### src/hdl/ptw_pkg.sv
// ----------------------------------------------------------------------------
// ptw_pkg
// Shared constants, types and the control program of the page-table walker.
// ----------------------------------------------------------------------------
package ptw_pkg;

  // Number of 64-bit table words held in the store. It must be a power of two
  // so that table addresses wrap by simple truncation.
  localparam int STORE_WORDS = 4096;
  localparam int ADDR_W      = $clog2(STORE_WORDS);

  localparam int ENTRY_W   = 64;
  localparam int PA_W      = 52;
  localparam int VA_W      = 48;
  localparam int IDX_W     = 9;
  localparam int OFF_W     = 12;
  localparam int FRAME_LO  = 12;
  localparam int FRAME_W   = PA_W - FRAME_LO;
  localparam int WADDR_W   = 12;
  localparam int WORD_W    = FRAME_W + IDX_W;
  localparam int PRESENT_BIT = 0;

  // Steps of the control program.
  typedef enum logic [2:0] {
    ST_CLEAR = 3'd0,
    ST_IDLE  = 3'd1,
    ST_WRITE = 3'd2,
    ST_WALK  = 3'd3,
    ST_CHK0  = 3'd4,
    ST_CHK1  = 3'd5,
    ST_CHK2  = 3'd6,
    ST_CHK3  = 3'd7
  } step_t;

  typedef enum logic [1:0] {
    OP_NONE  = 2'd0,
    OP_CLEAR = 2'd1,
    OP_WRITE = 2'd2,
    OP_READ  = 2'd3
  } ram_op_t;

  typedef enum logic {
    SRC_ROOT  = 1'b0,
    SRC_ENTRY = 1'b1
  } addr_src_t;

  typedef enum logic [1:0] {
    RES_NONE  = 2'd0,
    RES_WRITE = 2'd1,
    RES_LEAF  = 2'd2
  } result_t;

  typedef enum logic [1:0] {
    COND_NEVER      = 2'd0,
    COND_WRITE_MODE = 2'd1,
    COND_CLEARING   = 2'd2,
    COND_MISSING    = 2'd3
  } cond_t;

  typedef struct packed {
    logic      busy;
    logic      wait_start;
    ram_op_t   ram_op;
    addr_src_t addr_src;
    logic [1:0] rd_level;
    logic      check;
    logic [1:0] chk_level;
    result_t   result;
    cond_t     cond;
    step_t     nxt;
    step_t     alt;
  } ctrl_word_t;

  typedef struct packed {
    logic start;
    logic mode;
    logic missing;
    logic clear_last;
  } seq_status_t;

  // The control store. A step goes to alt when its condition holds, else to nxt.
  function automatic ctrl_word_t ucode_word(step_t step);
    ctrl_word_t w;
    case (step)
      ST_CLEAR: w = '{1'b1, 1'b0, OP_CLEAR, SRC_ROOT, 2'd0, 1'b0, 2'd0,
                      RES_NONE, COND_CLEARING, ST_IDLE, ST_CLEAR};
      ST_IDLE:  w = '{1'b0, 1'b1, OP_NONE, SRC_ROOT, 2'd0, 1'b0, 2'd0,
                      RES_NONE, COND_WRITE_MODE, ST_WALK, ST_WRITE};
      ST_WRITE: w = '{1'b1, 1'b0, OP_WRITE, SRC_ROOT, 2'd0, 1'b0, 2'd0,
                      RES_WRITE, COND_NEVER, ST_IDLE, ST_IDLE};
      ST_WALK:  w = '{1'b1, 1'b0, OP_READ, SRC_ROOT, 2'd0, 1'b0, 2'd0,
                      RES_NONE, COND_NEVER, ST_CHK0, ST_CHK0};
      ST_CHK0:  w = '{1'b1, 1'b0, OP_READ, SRC_ENTRY, 2'd1, 1'b1, 2'd0,
                      RES_NONE, COND_MISSING, ST_CHK1, ST_IDLE};
      ST_CHK1:  w = '{1'b1, 1'b0, OP_READ, SRC_ENTRY, 2'd2, 1'b1, 2'd1,
                      RES_NONE, COND_MISSING, ST_CHK2, ST_IDLE};
      ST_CHK2:  w = '{1'b1, 1'b0, OP_READ, SRC_ENTRY, 2'd3, 1'b1, 2'd2,
                      RES_NONE, COND_MISSING, ST_CHK3, ST_IDLE};
      ST_CHK3:  w = '{1'b1, 1'b0, OP_NONE, SRC_ENTRY, 2'd0, 1'b1, 2'd3,
                      RES_LEAF, COND_NEVER, ST_IDLE, ST_IDLE};
      default:  w = '{1'b1, 1'b0, OP_NONE, SRC_ROOT, 2'd0, 1'b0, 2'd0,
                      RES_NONE, COND_NEVER, ST_IDLE, ST_IDLE};
    endcase
    return w;
  endfunction

  // Nine-bit table index of one level, top level first.
  function automatic logic [IDX_W-1:0] va_index(logic [VA_W-1:0] va, logic [1:0] level);
    logic [IDX_W-1:0] idx;
    case (level)
      2'd0:    idx = va[47:39];
      2'd1:    idx = va[38:30];
      2'd2:    idx = va[29:21];
      2'd3:    idx = va[20:12];
      default: idx = va[47:39];
    endcase
    return idx;
  endfunction

  // Word index of an entry: table frame in words plus the index, wrapped.
  function automatic logic [ADDR_W-1:0] table_word(logic [FRAME_W-1:0] frame,
                                                   logic [IDX_W-1:0] idx);
    logic [WORD_W-1:0] w;
    w = {frame, idx};
    return w[ADDR_W-1:0];
  endfunction

endpackage

### src/hdl/ptw_seq.sv
// ----------------------------------------------------------------------------
// ptw_seq
// Step counter of the walker: fetches the control word of the current step
// and picks the next step from the word's condition and targets.
// ----------------------------------------------------------------------------
module ptw_seq (
  input  logic                clk,
  input  logic                rst,
  input  ptw_pkg::seq_status_t status,
  output ptw_pkg::ctrl_word_t  cw
);

  ptw_pkg::step_t pc;
  ptw_pkg::step_t pc_next;
  logic           cond_true;

  always_ff @(posedge clk) begin
    if (rst) begin
      pc <= ptw_pkg::ST_CLEAR;
    end else begin
      pc <= pc_next;
    end
  end

  always_comb begin
    cw = ptw_pkg::ucode_word(pc);
    case (cw.cond)
      ptw_pkg::COND_NEVER:      cond_true = 1'b0;
      ptw_pkg::COND_WRITE_MODE: cond_true = !status.mode;
      ptw_pkg::COND_CLEARING:   cond_true = !status.clear_last;
      ptw_pkg::COND_MISSING:    cond_true = status.missing;
      default:                  cond_true = 1'b0;
    endcase
    if (cw.wait_start && !status.start) begin
      pc_next = pc;
    end else if (cond_true) begin
      pc_next = cw.alt;
    end else begin
      pc_next = cw.nxt;
    end
  end

endmodule

### config.mk
export PLATFORM = sky130hd
export DESIGN_NAME = ptw_seq
export DESIGN_NICKNAME = d
export VERILOG_FILES = /design/src/hdl/ptw_pkg.sv /design/src/hdl/ptw_seq.sv
export SDC_FILE = /design/constraint.sdc
export NUM_CORES = 1
export LEC_CHECK = 0
export BUFFER_PORTS_ARGS = -buffer_cell sky130_fd_sc_hd__buf_4
export CAP_MARGIN = 20
export CORE_UTILIZATION = 53
export DETAILED_ROUTE_END_ITERATION = 12
export GPL_ROUTABILITY_DRIVEN = 0
export PLACE_DENSITY_LB_ADDON = 0.05
export SLEW_MARGIN = 25
export SYNTH_ARGS = -nofsm -noshare
export SYNTH_HDL_FRONTEND = slang
export SYNTH_SLANG_ARGS = --single-unit
### constraint.sdc
create_clock -name clk -period 3.31 [get_ports clk]
set_input_delay 0.4965 -clock clk [delete_from_list [all_inputs] [get_ports clk]]
set_output_delay 0.4965 -clock clk [all_outputs]
set_load 0.02 [all_outputs]
== Word-level counts from Yosys, hierarchy flattened ==
Memory sizes are Yosys's and may differ from the RTL's. A register that Yosys moved wholly into a read port is not among the register bits.
Index checks and enable logic that the tools add are counted.

* Bits in registers: 3
* Bits in read-only memories: 160
* Bits of input ports: 6
* Output and inout port bits: 20
* Logic and storage cells: 14
* Memories kept: 1

* Equal/unequal tests: 3
* Multiplexer cells: 4
* Reductions and logical operators: 5

{| class="wikitable"
|+ Memory list
! memory !! depth !! width !! read ports !! clocked after memory_dff !! write ports !! line !! RTL
|-
| (no name shown) || 8 || 20 || 1 || 1 || 0 || ptw_pkg.sv:84 || <nowiki>case (step)</nowiki>
|}

{| class="wikitable"
|+ Operator list
! operator !! number
|-
| $mux W3 || 3
|-
| $eq A2 B2 Y1 const B || 2
|-
| $pmux W1 S4 || 1
|-
| $logic_not A1 Y1 || 3
|-
| $eq A2 B1 Y1 const B || 1
|-
| $logic_not A2 Y1 || 1
|-
| $logic_and A1 B1 Y1 || 1
|}

== Depth between registers and ports, before layout ==
Gate-level depths: netlist of the first run.

* Depth in word-level cells: 5
* Gate-level depth with buffers: 8

== Worst setup path before layout of the first run ==
Ideal clock, no wire load.

* Kind: input to register
* Start point: input port status[3] in the netlist's numbering
* End point: register, netlist name cw[4]
* Data arrival time: 1819 ps
* Data required time: 3191 ps
* Setup slack: 1371 ps
* Stages: 8
* Buffers on the path: 0
* Path through: nand2b_1 nand3b_1 nand3_1 a31oi_1 inv_1 ha_1 inv_1 mux2i_1

* Longest elaborated chain between the ends: 4

{| class="wikitable"
|+ Ends and longest elaborated chain
! element !! line !! RTL
|-
| start, declared || ptw_seq.sv:9 || <nowiki>input ptw_pkg::seq_status_t status,</nowiki>
|-
| $logic_not A1 Y1 || ptw_seq.sv:34 || <nowiki>if (cw.wait_start && !status.start) begin</nowiki>
|-
| $logic_and A1 B1 Y1 || ptw_seq.sv:34 ||
|-
| $mux W3 (no source line) (2 in a row) || - ||
|}

No other way between the ends.
A chain may end at the register's enable or synchronous reset.

== Worst setup path in the final report of the first run ==
* Start point: register, netlist name cw[1]
* End point: register, netlist name cw[4]

* Longest elaborated chain between the ends: 3

{| class="wikitable"
|+ Ends and longest elaborated chain
! element !! line !! RTL
|-
| $mux W3 || ptw_seq.sv:36 || <nowiki>end else if (cond_true) begin</nowiki>
|-
| $mux W3 (no source line) (2 in a row) || - ||
|}

No other way between the ends.

==> results of run 1 <==
metrics by stage:
step	power [mW]	setup slack (ns)	instances
after global placement	0.827	0.985	122
after CTS	0.958	1.03	126
after global routing	1.01	0.877	126
final	0.950	1.08	126
after floorplan	0.687	1.37	84
after detailed placement	0.841	0.833	122
registers in the layout, indices dropped and copies added (netlist names):
signal / cells
cw: 18
pc: 3
logic make-up after synthesis:
group           after synthesis
compound gates                8
flops                        21
fa+ha+maj                     6
buf+inv                      14
simple gates                 25
mux                          10
path summary, 6_finish.rpt:
kind         endpoint  slack [ns]  depth (start not counted)
max             cw[4]        1.08                          8
min reg2reg     pc[0]        0.58                          4
max reg2reg     cw[4]        1.08                          8
min             pc[0]        0.52                          4
area by class of cell:
cell class              instances  area, um^2  share of cell area, %
multi-input cells              49         403                   36.5
well taps                      16        20.0                   1.81
flip-flops and latches         21         420                   38.1
repair buffers                 26         195                   17.7
clock buffers                   3        22.5                   2.04
clock inverters                 1        5.00                  0.454
inverters                      10        37.5                   3.40
worst max-delay path: stages, from the launching register on:
cell,delay [ns]
dfxtp_1,0.45
nand2b_1,0.17
nand3b_1,0.12
nand3_1,0.10
a31oi_1,0.58
inv_1,0.19
ha_1,0.36
inv_1,0.09
mux2i_1,0.07
layout by cell type (no fill, tap or decap), drive strengths merged:
cell	n
a31oi	3
clkinv	1
nor2b	2
ha	6
o41ai	1
o221ai	1
clkbuf	3
nand3b	2
a21oi	2
dfxtp	21
mux2i	9
and2	3
mux2	1
nor3b	3
inv	10
nand2	1
buf	26
nor2	6
nand2b	5
a21boi	1
nand3	3
metal layers:
metal / up-vias / wire length [um] / share of wire (%) / track usage (%)
li1: 327 / - / - / -
met1: 272 / 701 / 46 / 23.7
met2: 16 / 736 / 48 / 30.4
met3: 3 / 61 / 4.0 / 2.98
met4: 0 / 25 / 1.6 / 7.27
met5: - / 0 / 0 / 0
power by group:
group	internal [mW]	switching (mW)
logic	0.194	0.249
clock network	0.0451	0.0763
registers	0.331	0.0545
==> run metrics, run 1 <==
outcome finished, final reports clean; P per Cell Area ~860 nW/um^2; Pre-antenna DRT Iters 3; Row Count 14; Mapped Nets 96; Critical Path RT 3.51 ns; EDFF count, synth 0; Simple-Gate Fraction of Synth Area 16.8%; final net count 123; die height 43.3 um; clock buffer count from CTS 3; number of buffers inserted by port buffering 25; post-cts hold buffer count 0; CP startpoint kind flip-flop; count leader, synth dfxtp_1; Post-Route Hold Slack 0.516 ns; Routed WL 1.52 mm; WL per Instance 12.1 um; postcts setup bufs 0; largest net degree at the start of global routing 20; Max-slew headroom between 50% and 60%; Cell variety after synth 25; DPL Wire Length 1.18 mm; RSZ-0062 raised after global routing false; Final setup viols 0; sequential share of the synthesized area 46.6%; Max Cap Viol 0; final hold viol count 0; endpoint type of the worst setup path flip-flop; IR drop worst, VDD 524 uV; Via Count about 600; gr ovfl total 0; Mapped Area 902 um^2; critical path arrival 2.43 ns; antenna cells 0; final core utilization 71.6%; Root Buffer Master clkbuf_4; Worst Tran Pin Value 0.741 ns; crit path from cw[1]; period utilization 67.5%; Fmax achieved 448 MHz; CTS resizes 0; CTS max path bufs 2; area share of xor/xnor cells in the synthesized design 0%; Starting Density 58.5%; setup_tns 0 ns; leakage power total 0.590 nW; Hold WC Path Type in -> reg; synthesized flop and latch total 21; Syn. warnings 0; critical path class reg -> reg; synth top area cells dfxtp_1, mux2i_1, ha_1; filler cell count ~120; top_reg_cell synth dfxtp_1; first-pass GRT wire length 2.55 mm; mux cell area share after synthesis 11.7%; share of flip-flops with an asynchronous set or reset 0%; die footprint approximately 1900 um^2; Finished Cell Area 1100 um^2; initial antenna violation count 0; Die Width 43.3 um; Ports 26; # DRC 0; vias in the first global route 589; largest family of logic cells by synthesized area simple AND/OR/NAND/NOR gates; clock sinks 21; Setup Skew 0.00186 ns; worst skew pair latency about 0.30 ns; area delta synth->final 22.3%; Tmin final 2.23 ns; Synth Area in Compound Gates 7.91%; core footprint 1540 um^2; remaining antenna violation count after routing 0; Hold Path Origin rst; post-synth top area share 46.6%; CTS tree yes; Overall Global Routing Usage 18.4%; share of cells above drive strength 1 35.5%; leading area contributor after synthesis dfxtp_1; Reg clk slew, reported paths 0.11 ns; adder-cell share of the synthesized area 8.32%; placed inst area 1080 um^2; worst r2r src cw[1]; Iteration-0 DRC Markers 5; Via density 4.90; CP Max Fanout 9; top cells by count, synth dfxtp_1, mux2i_1, inv_1; Slew Limit Fails 0; Syn Inst Count 84; H-tree lvl count 1; synthesized area per cell 10.7 um^2
Note: power is estimated with default switching activity, not from simulation.
==> run 2, diff against run 1 <==
- CORE_UTILIZATION: 53 -> 44
- clock period: 3.31 -> 1.9 ns (I/O delays scaled with it)
==> run metrics, run 2 (synthesis results as in run 1) <==
outcome finished, final reports clean; Iteration-0 DRC Markers 6; Die Width ~47 um; P per Cell Area 1480 nW/um^2; WL per Instance 11.5 um; Via Count 661; DPL Wire Length 1.27 mm; Sw Share 39.0%; Pre-antenna DRT Iters 3; Reg clk slew, reported paths approximately 0.11 ns; area delta synth->final 32.0%; Row Count 16; Slew Limit Fails 0; combinational power share 50.9%; period utilization between 90% and 100%; gr ovfl total 0; Finished Layout Cells 142; initial antenna violation count 0; Pint around 1.1 mW; critical path arrival 1.98 ns; net switching power 0.686 mW; max reg flops 18; Post-Route Hold Slack between 0.3 and 0.4 ns; core footprint roughly 1900 um^2; Ports 26; endpoint type of the worst setup path flip-flop; first-pass GRT wire length ~2.4 mm; largest net degree at the start of global routing 20; worst skew pair latency roughly 0.29 ns; die footprint around 2200 um^2; sequential power share about 38%; Via density 4.65; Worst Tran Pin Value about 0.29 ns; clock sinks 21; clock buffer count from CTS 3; Critical Path RT 2.12 ns; CTS max path bufs 2; Max Cap Viol 0; Overall Global Routing Usage 15.4%; most common cell after layout, fill and taps aside buf_4; Max-slew headroom between 80% and 90%; remaining antenna violation count after routing 0; # DRC 0; Fmax achieved 568 MHz; filler cell count 174; Clock power frac a little under an eighth; Routed WL roughly 1.6 mm; Tmin final 1.76 ns; Final setup viols 0; leakage power total 0.624 nW; placed cell count 137; vias in the first global route 550; Hold WC Path Type in -> reg; antenna cells 0; CP Max Fanout 8; die height 47.3 um; IR drop worst, VDD 916 uV; final hold viol count 0; CTS tree yes; final net count 128; critical path class reg -> reg; share of cells above drive strength 1 40.9%; Starting Density 46.5%; number of buffers inserted by port buffering 25; most frequent cells in the layout buf_4, dfxtp_1, mux2i_1; Setup Skew 0.000818 ns; Root Buffer Master clkbuf_4; CP startpoint kind flip-flop; H-tree lvl count 1
-- run 2: cell types whose count changed in the layout (fill, tap and decap cells not counted), sizes merged --
cell / delta
clkinv: -1
clkbuf: +1
buf: +5
-- run 2: power groups by stage --
stage	Clock [mW]	Combinational [mW]	Sequential, mW
2_1_floorplan	0	0.403	0.803
3_3_place_gp	0	0.866	0.659
3_5_place_dp	0	0.881	0.659
4_1_cts	0.211	0.884	0.649
5_1_grt	0.231	0.973	0.676
6_report	0.204	0.895	0.660
-- run 2: area by class of cell --
cell class	instances	area [um^2]	share of cell area [%]
Timing Repair Buffer	31	245	20.6
Inverter	10	37.5	3.15
Multi-Input combinational cell	49	427	35.8
Clock buffer	4	26.3	2.21
Sequential cell	21	422	35.4
Tap cell	27	33.8	2.84
-- run 2: repair_timing --
action / CTS / global route
buffers inserted: 0 / 1
hold buffers: 0 / 0
endpoints found under the setup margin: 0 / 12
gates resized for setup: 0 / 4
-- run 2: final timing paths --
kind / from / endpoint / slack [ns] / depth (start not counted)
max: cw[6] / cw[6] / 0.14 / 7
min: rst / pc[0] / 0.32 / 4
max reg2reg: cw[6] / cw[6] / 0.14 / 7
min reg2reg: pc[0] / pc[0] / 0.59 / 4
-- run 2: per-layer routing --
layer  wire, um  up-vias  track usage, %
met5          0        -               0
met4          7        0            6.86
met3         55        2            3.46
met2        834       12            24.7
met1        731      313            19.7
li1           -      334               -
-- run 2: per-stage QoR --
step	total power, mW	setup WS, ns	setup TNS (ns)	instance area (um^2)	util, %
6_report	1.76	0.140	0	1190	61.3
2_1_floorplan	1.21	0.000184	0	908	-
4_1_cts	1.74	0.0653	0	1160	60.0
3_5_place_dp	1.54	0.0601	0	1140	58.6
3_3_place_gp	1.52	0.126	0	1140	58.6
5_1_grt	1.88	-0.00337	-0.00337	1190	61.3
-- run 2: critical path: stages (launching register included) --
cell and delay (ns):
dfxtp_2 0.36, nand2b_2 0.20, nand2_2 0.10, mux2i_1 0.28
a31oi_2 0.15, buf_4 0.19, ha_1 0.25, mux2i_1 0.16
